`src/atf_pkg.sv`:
```
// ----------------------------------------------------------------------------
// atf_pkg
// Shared types, constants and the sign-magnitude recode for the attitude
// telemetry framer.
// ----------------------------------------------------------------------------
package atf_pkg;

    localparam int unsigned FRAME_LEN  = 18;
    localparam int unsigned NUM_VALUES = 6;
    localparam int unsigned HEAD_LEN   = 4;

    localparam logic [7:0] SYNC_A    = 8'hA5;
    localparam logic [7:0] SYNC_B    = 8'h5A;
    localparam logic [7:0] LEN_BYTE  = 8'h10;
    localparam logic [7:0] ID_BYTE   = 8'hA1;
    localparam logic [7:0] SUM_SEED  = 8'hB1;
    localparam logic [7:0] END_BYTE  = 8'hAA;
    localparam logic [15:0] NEG_BIAS = 16'h8000;

    typedef struct packed {
        logic       valid;
        logic       sum_en;
        logic       csum;
        logic       last;
        logic [7:0] data;
    } t_cell;

    function automatic logic [15:0] to_sign_mag(input logic [15:0] v);
        logic [15:0] r;
        r = v[15] ? (NEG_BIAS - v) : v;
        return r;
    endfunction

endpackage

```
`src/atf_cell.sv`:
```
// ----------------------------------------------------------------------------
// atf_cell
// One byte slot of the frame shift row: loads a frame word in parallel or
// takes the word of its upstream neighbor on every shift.
// ----------------------------------------------------------------------------
module atf_cell (
    input  logic          i_clk,
    input  logic          i_rst_n,
    input  logic          i_load,
    input  logic          i_shift,
    input  atf_pkg::t_cell i_load_cell,
    input  atf_pkg::t_cell i_next_cell,
    output atf_pkg::t_cell o_cell
);
    import atf_pkg::*;

    t_cell r_cell;
    t_cell n_cell;

    always_comb begin
        n_cell = r_cell;
        if (i_load) begin
            n_cell = i_load_cell;
        end else if (i_shift) begin
            n_cell = i_next_cell;
        end
    end

    always_ff @(posedge i_clk) begin
        if (!i_rst_n) begin
            r_cell <= '0;
        end else begin
            r_cell <= n_cell;
        end
    end

    assign o_cell = r_cell;

endmodule

```
`src/attitude_telemetry_framer.sv`:
```
// ----------------------------------------------------------------------------
// attitude_telemetry_framer
// First frame byte is shown in the cycle after an item is accepted.
// Output: one frame byte per cycle while i_stall is low, through an
// 18-cell shift row; the next item loads as the closing byte leaves.
// Checksum builds up as data bytes shift into the output cell.
// Reset: synchronous active low, empties the row; no frame is pending.
// ----------------------------------------------------------------------------
module attitude_telemetry_framer (
    input  logic        i_clk,
    input  logic        i_rst_n,
    input  logic        i_valid,
    output logic        o_stall,
    input  logic [15:0] i_yaw_tenths,
    input  logic [15:0] i_pitch_tenths,
    input  logic [15:0] i_roll_tenths,
    input  logic [15:0] i_altitude_tenths,
    input  logic [15:0] i_temperature_tenths,
    input  logic [15:0] i_pressure_tens,
    output logic        o_valid,
    input  logic        i_stall,
    output logic [7:0]  o_frame_byte,
    output logic        o_frame_end
);
    import atf_pkg::*;

    t_cell       cells     [FRAME_LEN];
    t_cell       load_row  [FRAME_LEN];
    t_cell       next_row  [FRAME_LEN];
    logic [15:0] sm_vals   [NUM_VALUES];
    logic [7:0]  r_sum;
    logic [7:0]  n_sum;
    logic        shift;
    logic        load;

    assign shift   = cells[0].valid && !i_stall;
    assign o_stall = cells[0].valid && !(shift && !cells[1].valid);
    assign load    = i_valid && !o_stall;

    assign sm_vals[0] = to_sign_mag(i_yaw_tenths);
    assign sm_vals[1] = to_sign_mag(i_pitch_tenths);
    assign sm_vals[2] = to_sign_mag(i_roll_tenths);
    assign sm_vals[3] = to_sign_mag(i_altitude_tenths);
    assign sm_vals[4] = to_sign_mag(i_temperature_tenths);
    assign sm_vals[5] = to_sign_mag(i_pressure_tens);

    // parallel load image of one frame
    always_comb begin
        for (int i = 0; i < FRAME_LEN; i++) begin
            load_row[i] = '{valid: 1'b1, sum_en: 1'b0, csum: 1'b0, last: 1'b0,
                            data: 8'h00};
        end
        load_row[0].data = SYNC_A;
        load_row[1].data = SYNC_B;
        load_row[2].data = LEN_BYTE;
        load_row[3].data = ID_BYTE;
        for (int j = 0; j < NUM_VALUES; j++) begin
            load_row[HEAD_LEN + 2*j].data       = sm_vals[j][15:8];
            load_row[HEAD_LEN + 2*j].sum_en     = 1'b1;
            load_row[HEAD_LEN + 2*j + 1].data   = sm_vals[j][7:0];
            load_row[HEAD_LEN + 2*j + 1].sum_en = 1'b1;
        end
        load_row[FRAME_LEN-2].csum = 1'b1;
        load_row[FRAME_LEN-1].data = END_BYTE;
        load_row[FRAME_LEN-1].last = 1'b1;
    end

    // neighbor hand-off, checksum substituted on entry to the output cell
    always_comb begin
        for (int i = 0; i < FRAME_LEN - 1; i++) begin
            next_row[i] = cells[i+1];
        end
        next_row[FRAME_LEN-1] = '0;
        if (cells[1].csum) begin
            next_row[0].data = r_sum;
        end
    end

    always_comb begin
        n_sum = r_sum;
        if (load) begin
            n_sum = SUM_SEED;
        end else if (shift && cells[1].valid && cells[1].sum_en) begin
            n_sum = r_sum + cells[1].data;
        end
    end

    always_ff @(posedge i_clk) begin
        if (!i_rst_n) begin
            r_sum <= '0;
        end else begin
            r_sum <= n_sum;
        end
    end

    for (genvar g = 0; g < FRAME_LEN; g++) begin : g_cell
        atf_cell u_cell (
            .i_clk       (i_clk),
            .i_rst_n     (i_rst_n),
            .i_load      (load),
            .i_shift     (shift),
            .i_load_cell (load_row[g]),
            .i_next_cell (next_row[g]),
            .o_cell      (cells[g])
        );
    end

    assign o_valid      = cells[0].valid;
    assign o_frame_byte = cells[0].data;
    assign o_frame_end  = cells[0].last;

`ifndef SYNTHESIS
    a_load_shows_sync: assert property (@(posedge i_clk) disable iff (!i_rst_n)
        load |=> (o_valid && o_frame_byte == SYNC_A && !o_frame_end))
        else $error("frame did not start with sync byte");

    a_end_is_tail: assert property (@(posedge i_clk) disable iff (!i_rst_n)
        (o_valid && o_frame_end) |-> !cells[1].valid)
        else $error("word queued behind closing byte");

    a_row_packed: assert property (@(posedge i_clk) disable iff (!i_rst_n)
        cells[1].valid |-> cells[0].valid)
        else $error("gap at head of shift row");

    a_no_load_mid_frame: assert property (@(posedge i_clk) disable iff (!i_rst_n)
        (cells[1].valid && !o_frame_end) |-> o_stall)
        else $error("input taken while frame in flight");
`endif

endmodule

```
`config.mk`:
```
export PLATFORM = sky130hd
export DESIGN_NAME = attitude_telemetry_framer
export DESIGN_NICKNAME = d
export VERILOG_FILES = /design/src/atf_pkg.sv /design/src/atf_cell.sv /design/src/attitude_telemetry_framer.sv
export SDC_FILE = /design/constraint.sdc
export NUM_CORES = 1
export LEC_CHECK = 0
export ABC_AREA = 1
export BUFFER_PORTS_ARGS = -buffer_cell sky130_fd_sc_hd__buf_2
export CAP_MARGIN = 20
export CORE_ASPECT_RATIO = 1.4
export CORE_MARGIN = 5
export CORE_UTILIZATION = 60
export DETAILED_ROUTE_END_ITERATION = 7
export GPL_TIMING_DRIVEN = 0
export PLACE_DENSITY = 0.88
export SETUP_SLACK_MARGIN = 0.02
export SLEW_MARGIN = 20
export SYNTH_ARGS = -nofsm -noshare
export SYNTH_HDL_FRONTEND = slang
export SYNTH_SLANG_ARGS = --single-unit
```
`constraint.sdc`:
```
create_clock -name i_clk -period 5.2 [get_ports i_clk]
set_clock_uncertainty 0.15 [all_clocks]
set_input_delay 1.04 -clock i_clk [delete_from_list [all_inputs] [get_ports i_clk]]
set_output_delay 1.04 -clock i_clk [all_outputs]
set_load 0.01 [all_outputs]
```
**Word level (Yosys, flattened, before mapping)**

Index checks and enable logic that the tools add are counted.

- Flip-flop bits (word level): 213
- Output and inout bits: 11
- Bits of input ports: 100
- Logic and storage cells: 159

- Reduce and logical (&&, ||, !) cells: 13
- Add/sub/neg operators: 7
- Bitwise operators: 1
- Muxes and demuxes: 45

Operators with widths:

| cell | number |
|---|---|
| 12-bit two-way mux | 36 |
| 16-bit two-way mux | 6 |
| 16-bit subtractor, first input constant | 6 |
| 8-bit two-way mux | 3 |
| 8-bit adder | 1 |
| 1-bit logical AND | 6 |
| 1-bit logical NOT | 4 |
| 2-bit nonzero test | 2 |
| 2-bit OR reduction | 1 |
| 1-bit inverter | 1 |

**Logic depth before layout (Yosys ltp)**

Gate-level depths: netlist (run 1).

- Depth in word-level cells: 8
- Gate-level depth with buffers: 10
- Mapped depth without buffers: 10

**Hierarchy**

Synthesis (run 1) repeated with hierarchy kept, for this count alone.

- Cell total of the unflattened synthesis: 2243
- Area, all modules: 13915.8 µm²

Modules (own cells, without submodules):

| module | cells an instance | area each (µm²) | instances | sequential area each (µm²) |
|---|---|---|---|---|
| atf_cell | 91 | 590.6 | 18 | 240.2 |
| attitude_telemetry_framer | 605 | 3285.7 | 1 | 160.2 |

**Worst setup path before layout (run 1)**

OpenSTA, ideal clock, no wires.

- Path kind: input-to-output
- Start: input port i_stall
- End: output port o_stall
- Setup slack: 2.756 ns
- Data required time: 4.010 ns
- Buffers on the path: 0
- Cell stages on the path: 2
- Arrival: 1.254 ns
- Path through: o21ai_2 -> inv_1

- Word-level cells in the longest chain between the ends: 5

Ends and longest elaborated chain:

| item | line | source |
|---|---|---|
| from (decl) | attitude_telemetry_framer.sv:21 | `input logic i_stall,` |
| 1-bit logical NOT | attitude_telemetry_framer.sv:36 | `assign shift = cells[0].valid && !i_stall;` |
| 1-bit logical AND | attitude_telemetry_framer.sv:36 |  |
| 1-bit logical AND | attitude_telemetry_framer.sv:37 | `assign o_stall = cells[0].valid && !(shift && !cells[1].valid);` |
| 1-bit logical NOT | attitude_telemetry_framer.sv:37 |  |
| 1-bit logical AND | attitude_telemetry_framer.sv:37 |  |
| to (decl) | attitude_telemetry_framer.sv:13 | `output logic o_stall,` |

Every way passes these cells.

**Worst setup path after layout (run 1)**

Ends and elaborated chain as after synthesis.

==> metrics.csv, run 1 <==
metric;value;unit
outcome;finished clean;
synth-seq-cells;174;
worstHoldStart;g_cell[11].u_cell.o_cell[10];
place_area;10400;µm²
multi_input_area;5290;µm²
cts_root_buf;clkbuf_16;
n_fill_cell;1372;
die_y;160;µm
rr_startpoint;g_cell[1].u_cell.o_cell[11];
fp.dieW;117;µm
synth_top_area_share;36.1;%
netlist_instances;1515;
grt_remaining_overflow;0;
wl;30000;µm
hold_viol;0;
hold_slack;0.312;ns
period_needed;2.71;ns
grt_pass1_wl;47800;µm
drive_gt1_share;12.0;%
final_nets;1754;
synth_top_family_by_area;simple AND/OR/NAND/NOR gates;
num_io_pins;111;
startpoint_type;primary input;
clock_latency;0.44;ns
power_density;305;nW/µm²
synth.most_common_cell;nand2_1;
min_path_type;flop to flop;
min_period_over_period;52.1;%
clock_sinks;174;
post_cts_resized;0;
leakage;4.90;nW
synth_nets;1629;
ir_drop;0.253;mV
min_path_cells;2;
post_cts_buffers;0;
synthSimpleGateAreaFrac;32.8;%
vias;10900;
syn_to_final_growth;14.0;%
ctsHoldBuffers;0;
drtIter0Drc;1193;
cp.arrival;1.52;ns
hpwl;22100;µm
synthesis.area;9650;µm²
r2r_slack;3.09;ns
dieArea;18700;µm²
cap_violations;0;
synth_cell_types;34;
dp.cells;1817;
via_per_inst;5.91;
crit_required;4.01;ns
start_util;61.5;%
max_freq;0.369;GHz
io_buffers;106;
worstPathMaxFanout;2;
fin_cells;1848;
seqCellArea;3480;µm²
maxSlewViolCount;0;
finalPower;3.35;mW
ant_nets;0;
syn_avg_cell_area;6.37;µm²
synth_warnings;0;
antenna_found_initial;0;
synth_top_area_cell;dfxtp_1;
async_reset_ff_share;0;%
synth_compound_area_share;17.4;%
drcViolationCount;0;
cts_tree;built;
synth-edff-count;0;
muxShareOfSynthArea;0.117;%
finalSetupViolations;0;
coreArea;15700;µm²
cp-end-kind;output port;
hold_end;g_cell[11].u_cell.o_cell[10];
r2r_end;g_cell[5].u_cell.o_cell[11];
gp_congestion;0.898;
antennaDiodeCount;0;
cts_htree_levels;4;
synthAdderAreaFrac;1.89;%
setup_tns;0;ns
cts.clk_slew.worst_paths;0.06;ns
wl_per_cell;16.3;µm
ys_top_cells_by_area;dfxtp_1 36%, nand2_1 17%, a21oi_1 9.0%;
synthFlopType;dfxtp_1;
ys_seq_area_share;36.1;%
rsz0062_at_grt;no;
synth_xor_area_share;2.63;%
grt_usage;31.9;%
tightest_slew;0.769;ns
criticalPathCategory;primary input to output port;
reg2regPathDepth;5;
fin_area;11000;µm²
cts_max_path_buffers;2;
grt_max_degree;17;
rows;54;
drt_pass1_iterations;6;
numCtsBuffers;17;
synth_commonest_cells;442 x nand2_1, 174 x a21oi_1, 174 x dfxtp_1;
grt_pass1_vias;10400;
slew_headroom;48.2;%
## worst max-delay path by stage
stage,from,endpoint
after floorplan,i_stall,o_stall
final,i_stall,o_stall
after detailed placement,i_rst_n,g_cell[8].u_cell.o_cell[4]
after CTS,i_stall,o_stall
after global placement,i_rst_n,g_cell[8].u_cell.o_cell[3]
after global routing,i_stall,o_stall
## worst max-delay path, cell delays in order
cell,delay [ns]
buf_2,0.12
o21ai_2,0.15
inv_1,0.07
buf_2,0.14
## state kept, by name, indices dropped and copies added, names as in the netlist
signal                cells
r_sum                     8
g_cell.u_cell.o_cell    166
## where the power goes
part	leakage [nW]	internal (mW)	switching (mW)	total (mW)
clock network	0.284	0.726	0.557	1.28
registers	1.43	1.42	0.0454	1.46
logic	3.19	0.203	0.404	0.607
total	4.90	2.35	1.01	3.35
## area by class of cell
cell class                      instances  area share (%)
Clock inverter                         11            1.21
Buffer                                 93            4.12
Sequential cell                       174            31.7
Clock buffer                           20            4.06
Inverter                              113            3.86
Multi-Input combinational cell       1135            48.0
Timing Repair Buffer                  106            4.82
Tap cell                              196            2.23
## layout by cell type, fill, tap and decap left out, drive strengths merged
cell / synthesis / layout
nor3: 1 / 1
o21bai: 1 / 1
mux2: 1 / 1
nor2: 172 / 172
bufinv: 0 / 2
and2: 2 / 2
nand2: 443 / 443
clkinv: 0 / 3
a211oi: 3 / 3
fa: 1 / 1
or2: 2 / 2
o211ai: 6 / 6
o22ai: 5 / 5
clkbuf: 38 / 58
o21ai: 89 / 89
ha: 13 / 13
nand3b: 3 / 3
a21boi: 1 / 1
dfxtp: 174 / 174
clkinvlp: 0 / 1
a31oi: 35 / 35
a22oi: 3 / 3
a21oi: 174 / 174
inv: 113 / 118
xnor2: 14 / 14
nand3: 129 / 129
buf: 55 / 161
xor2: 15 / 15
nand4: 22 / 22
## cells by family after synthesis
kind of cell             Yosys count
buffers and inverters            206
multiplexers                       1
adder cells (fa/ha/maj)           14
AO/OA/AOI/OAI                    317
AND/OR/NAND/NOR                  774
XOR/XNOR                          29
flip-flops                       174
## layer usage
metal	vias up	routed length, µm	track usage (%)
met2	580	14800	54.3
met3	186	2530	6.74
met1	4964	10700	34.7
met4	0	2030	20.9
met5	-	0	0
li1	5195	-	-
## through the flow
step                      setup slack (ns)  utilization, %
after floorplan                       2.76               -
after global placement                2.43            66.5
after detailed placement              2.41            66.5
after CTS                             2.49            70.2
after global routing                  2.47            70.2
final                                 2.49            70.2
No activity file was read; power rests on OpenSTA's default activity.
==> inputs of run 2 (changes only) <==
ABC_AREA = 0   (was 1)
CORE_UTILIZATION = 59   (was 60)
PLACE_DENSITY = 0.87   (was 0.88)
clock period = 2.7 ns   (was 5.2 ns; I/O delays follow)
==> metrics.csv, run 2 <==
metric;value;unit;change
cap_violations;0;;unchanged
netlist_instances;1110;;-27%
hpwl;19900;µm;-9.8%
antennaDiodeCount;0;;unchanged
ys_seq_area_share;39.1;%;+3.0 points
clock_latency;0.44;ns;about the same
vias;9381;;-14%
synthFlopType;dfxtp_1;;
synth-seq-cells;174;;unchanged
synth-edff-count;0;;unchanged
slew_headroom;37.3;%;-11 points
grt_max_degree;17;;unchanged
synth_warnings;0;;unchanged
ir_drop;0.445;mV;+76%
io_buffers;109;;+2.8%
syn_to_final_growth;15.8;%;
violations;DRC;;
cts_tree;built;;
finalPower;6.46;mW;+93%
cp.arrival;2.73;ns;+1.21 ns
cts_max_path_buffers;2;;unchanged
drt_pass1_iterations;8;;+2
cp_slowest_cell;a211oi_1;;
async_reset_ff_share;0;%;unchanged
setup_tns;0;ns;unchanged
max_freq;0.398;GHz;
hold_viol;0;;unchanged
gp_congestion;0.935;;+4.1%
post_cts_buffers;0;;unchanged
critPathBufInv;2;;-1
fp.dieW;114;µm;-2.8%
num_io_pins;111;;unchanged
synthesis.area;8910;µm²;-7.6%
cts_root_buf;clkbuf_16;;
ys_top_cells_by_area;dfxtp_1 39%, nand2_1 10%, a21oi_1 4.9%;;
coreArea;14900;µm²;-4.8%
maxSlewViolCount;0;;unchanged
cp_cell_sequence;inv_1 > a211oi_1 > clkbuf_1 > a22oi_1 > a21oi_1;;
dieArea;17700;µm²;-5.6%
min_path_type;primary input to flop;;
criticalPathCategory;flop to flop;;
rows;53;;-1.9%
p_sw_share;28.4;%;-1.6 points
antenna_found_initial;0;;unchanged
synth_top_area_cell;dfxtp_1;;
ant_nets;0;;unchanged
synth.most_common_cell;nand2_1;;
cts_htree_levels;4;;unchanged
dp.cells;1411;;-22%
rsz0062_at_grt;no;;
leakage;3.82;nW;-22%
tightest_slew;0.935;ns;+0.166 ns
critPathMaxStageDelay;0.71;ns;+0.56 ns
synth_commonest_cells;245 x nand2_1, 174 x dfxtp_1, 88 x a21oi_1;;
power_frac_clock;39.8;%;+1.5 points
n_fill_cell;1223;;-11%
grt_pass1_vias;8975;;-14%
drcViolationCount;1;;+1
fin_cells;1442;;-22%
final_common_cell;nand2_1;;
final_nets;1351;;-23%
finalSetupViolations;0;;unchanged
p_seq_share;44.2;%;+0.6 points
layout_common_cells;245 x nand2_1, 174 x dfxtp_1, 109 x buf_2;;
largest_reg_flops;166;;unchanged
fin_util;69.2;%;-1.0 points
start_util;59.7;%;-1.8 points
p_comb_share;16.0;%;-2.1 points
die_y;155;µm;-2.9%
switchingPower;1.83;mW;+82%
worstPathMaxFanout;10;;+8
drive_gt1_share;13.9;%;+1.9 points
synth_top_area_share;39.1;%;+3.0 points
synth_cell_types;57;;+68%
power.internal;4.63;mW;+97%
wl_per_cell;19.7;µm;+21%
period_needed;2.51;ns;
place_area;9700;µm²;-6.9%
grt_remaining_overflow;0;;unchanged
cts.clk_slew.worst_paths;0.07;ns;about the same
drtIter0Drc;1119;;-6.2%
fin_area;10300;µm²;-6.2%
power_density;626;nW/µm²;+110%
min_period_over_period;93.1;%;
grt_pass1_wl;44200;µm;-7.6%
via_per_inst;6.51;;+10%
startpoint_type;flop;;
numCtsBuffers;17;;unchanged
crit_required;2.91;ns;-1.10 ns
cp_top_family;compound AO/OA/AOI/OAI gates;;
syn_avg_cell_area;8.03;µm²;+26%
outcome;finished, violations left;;
clock_sinks;174;;unchanged
wl;28400;µm;-5.6%
synth_nets;1224;;-25%
cp-end-kind;flop;;
grt_usage;31.3;%;-0.57 points
==> run 2: cell types whose count changed in the layout (fill, tap and decap cells not counted), moves of 53 or more <==
cell	before	now
a21oi_1	174	87
inv_1	109	24
nand2_1	442	245
nand3_1	129	16
nor2_1	170	38
o21ai_0	87	34
==> run 2: metrics by stage <==
step	worst slack, ns	hold slack (ns)
after floorplan	0.315	0.282
after global placement	-0.258	0.286
after detailed placement	-0.306	0.290
after CTS	0.0525	0.240
after global routing	0.0320	0.248
final	0.186	0.237
==> run 2: timing repair <==
action / in CTS / in global routing
endpoints found under the setup margin: 20 / 17
hold endpoints to repair: 0 / 0
hold buffers: 0 / 0
pin swaps: 0 / 0
gates resized for setup: 1 / 5
==> run 2: cell families after synthesis <==
| logic type | synth area share, % |
|---|---|
| AOI/OAI and AO/OA | 26.0 |
| DFF | 39.1 |
| xor gates and xnor gates | 6.88 |
| and+or+nand+nor | 18.9 |
| buffers and inverters | 6.06 |
| muxes | 1.01 |
| adders and majority gates | 2.05 |
==> run 2: layout make-up <==
cell class	instances	area, µm²	share of cell area, %
multi-input cells	817	4890	47.4
flip-flops and latches	174	3480	33.7
repair buffers	109	546	5.28
clock buffers	19	453	4.39
plain buffers	93	447	4.33
well taps	192	240	2.33
clock inverters	13	165	1.60
inverters	25	93.8	0.909
==> run 2: worst register-to-register path: stages (launching register included) <==
cell	delay, ns
dfxtp_1	0.42
inv_1	0.11
a211oi_1	0.71
clkbuf_1	0.63
a22oi_1	0.24
a21oi_1	0.17
==> run 2: final timing paths <==
kind | from | endpoint | slack [ns] | depth (start not counted)
min reg2reg | g_cell[3].u_cell.o_cell[2] | g_cell[2].u_cell.o_cell[2] | 0.30 | 2
max | g_cell[0].u_cell.o_cell[11] | g_cell[9].u_cell.o_cell[3] | 0.19 | 5
min | i_pressure_tens[0] | g_cell[15].u_cell.o_cell[0] | 0.24 | 3
max reg2reg | g_cell[0].u_cell.o_cell[11] | g_cell[9].u_cell.o_cell[3] | 0.19 | 5
==> run 2: per-layer routing <==
| layer | wire length (µm) | GRT usage [%] | vias up | part of all wire [%] |
|---|---|---|---|---|
| li1 | - | - | 4283 | - |
| met1 | 9990 | 34.4 | 4370 | 35 |
| met2 | 14000 | 53.8 | 572 | 49 |
| met3 | 2500 | 6.19 | 156 | 8.8 |
| met4 | 1840 | 21.2 | 0 | 6.5 |
| met5 | 0 | 0 | - | 0 |
==> run 2: power by group through the flow <==
stage	clock network, mW	registers [mW]	logic (mW)
after floorplan	0	2.87	0.635
after CTS	2.55	2.85	1.01
after detailed placement	0	2.90	0.995
after global routing	2.67	2.87	1.11
final	2.57	2.85	1.03
after global placement	0	2.90	0.970
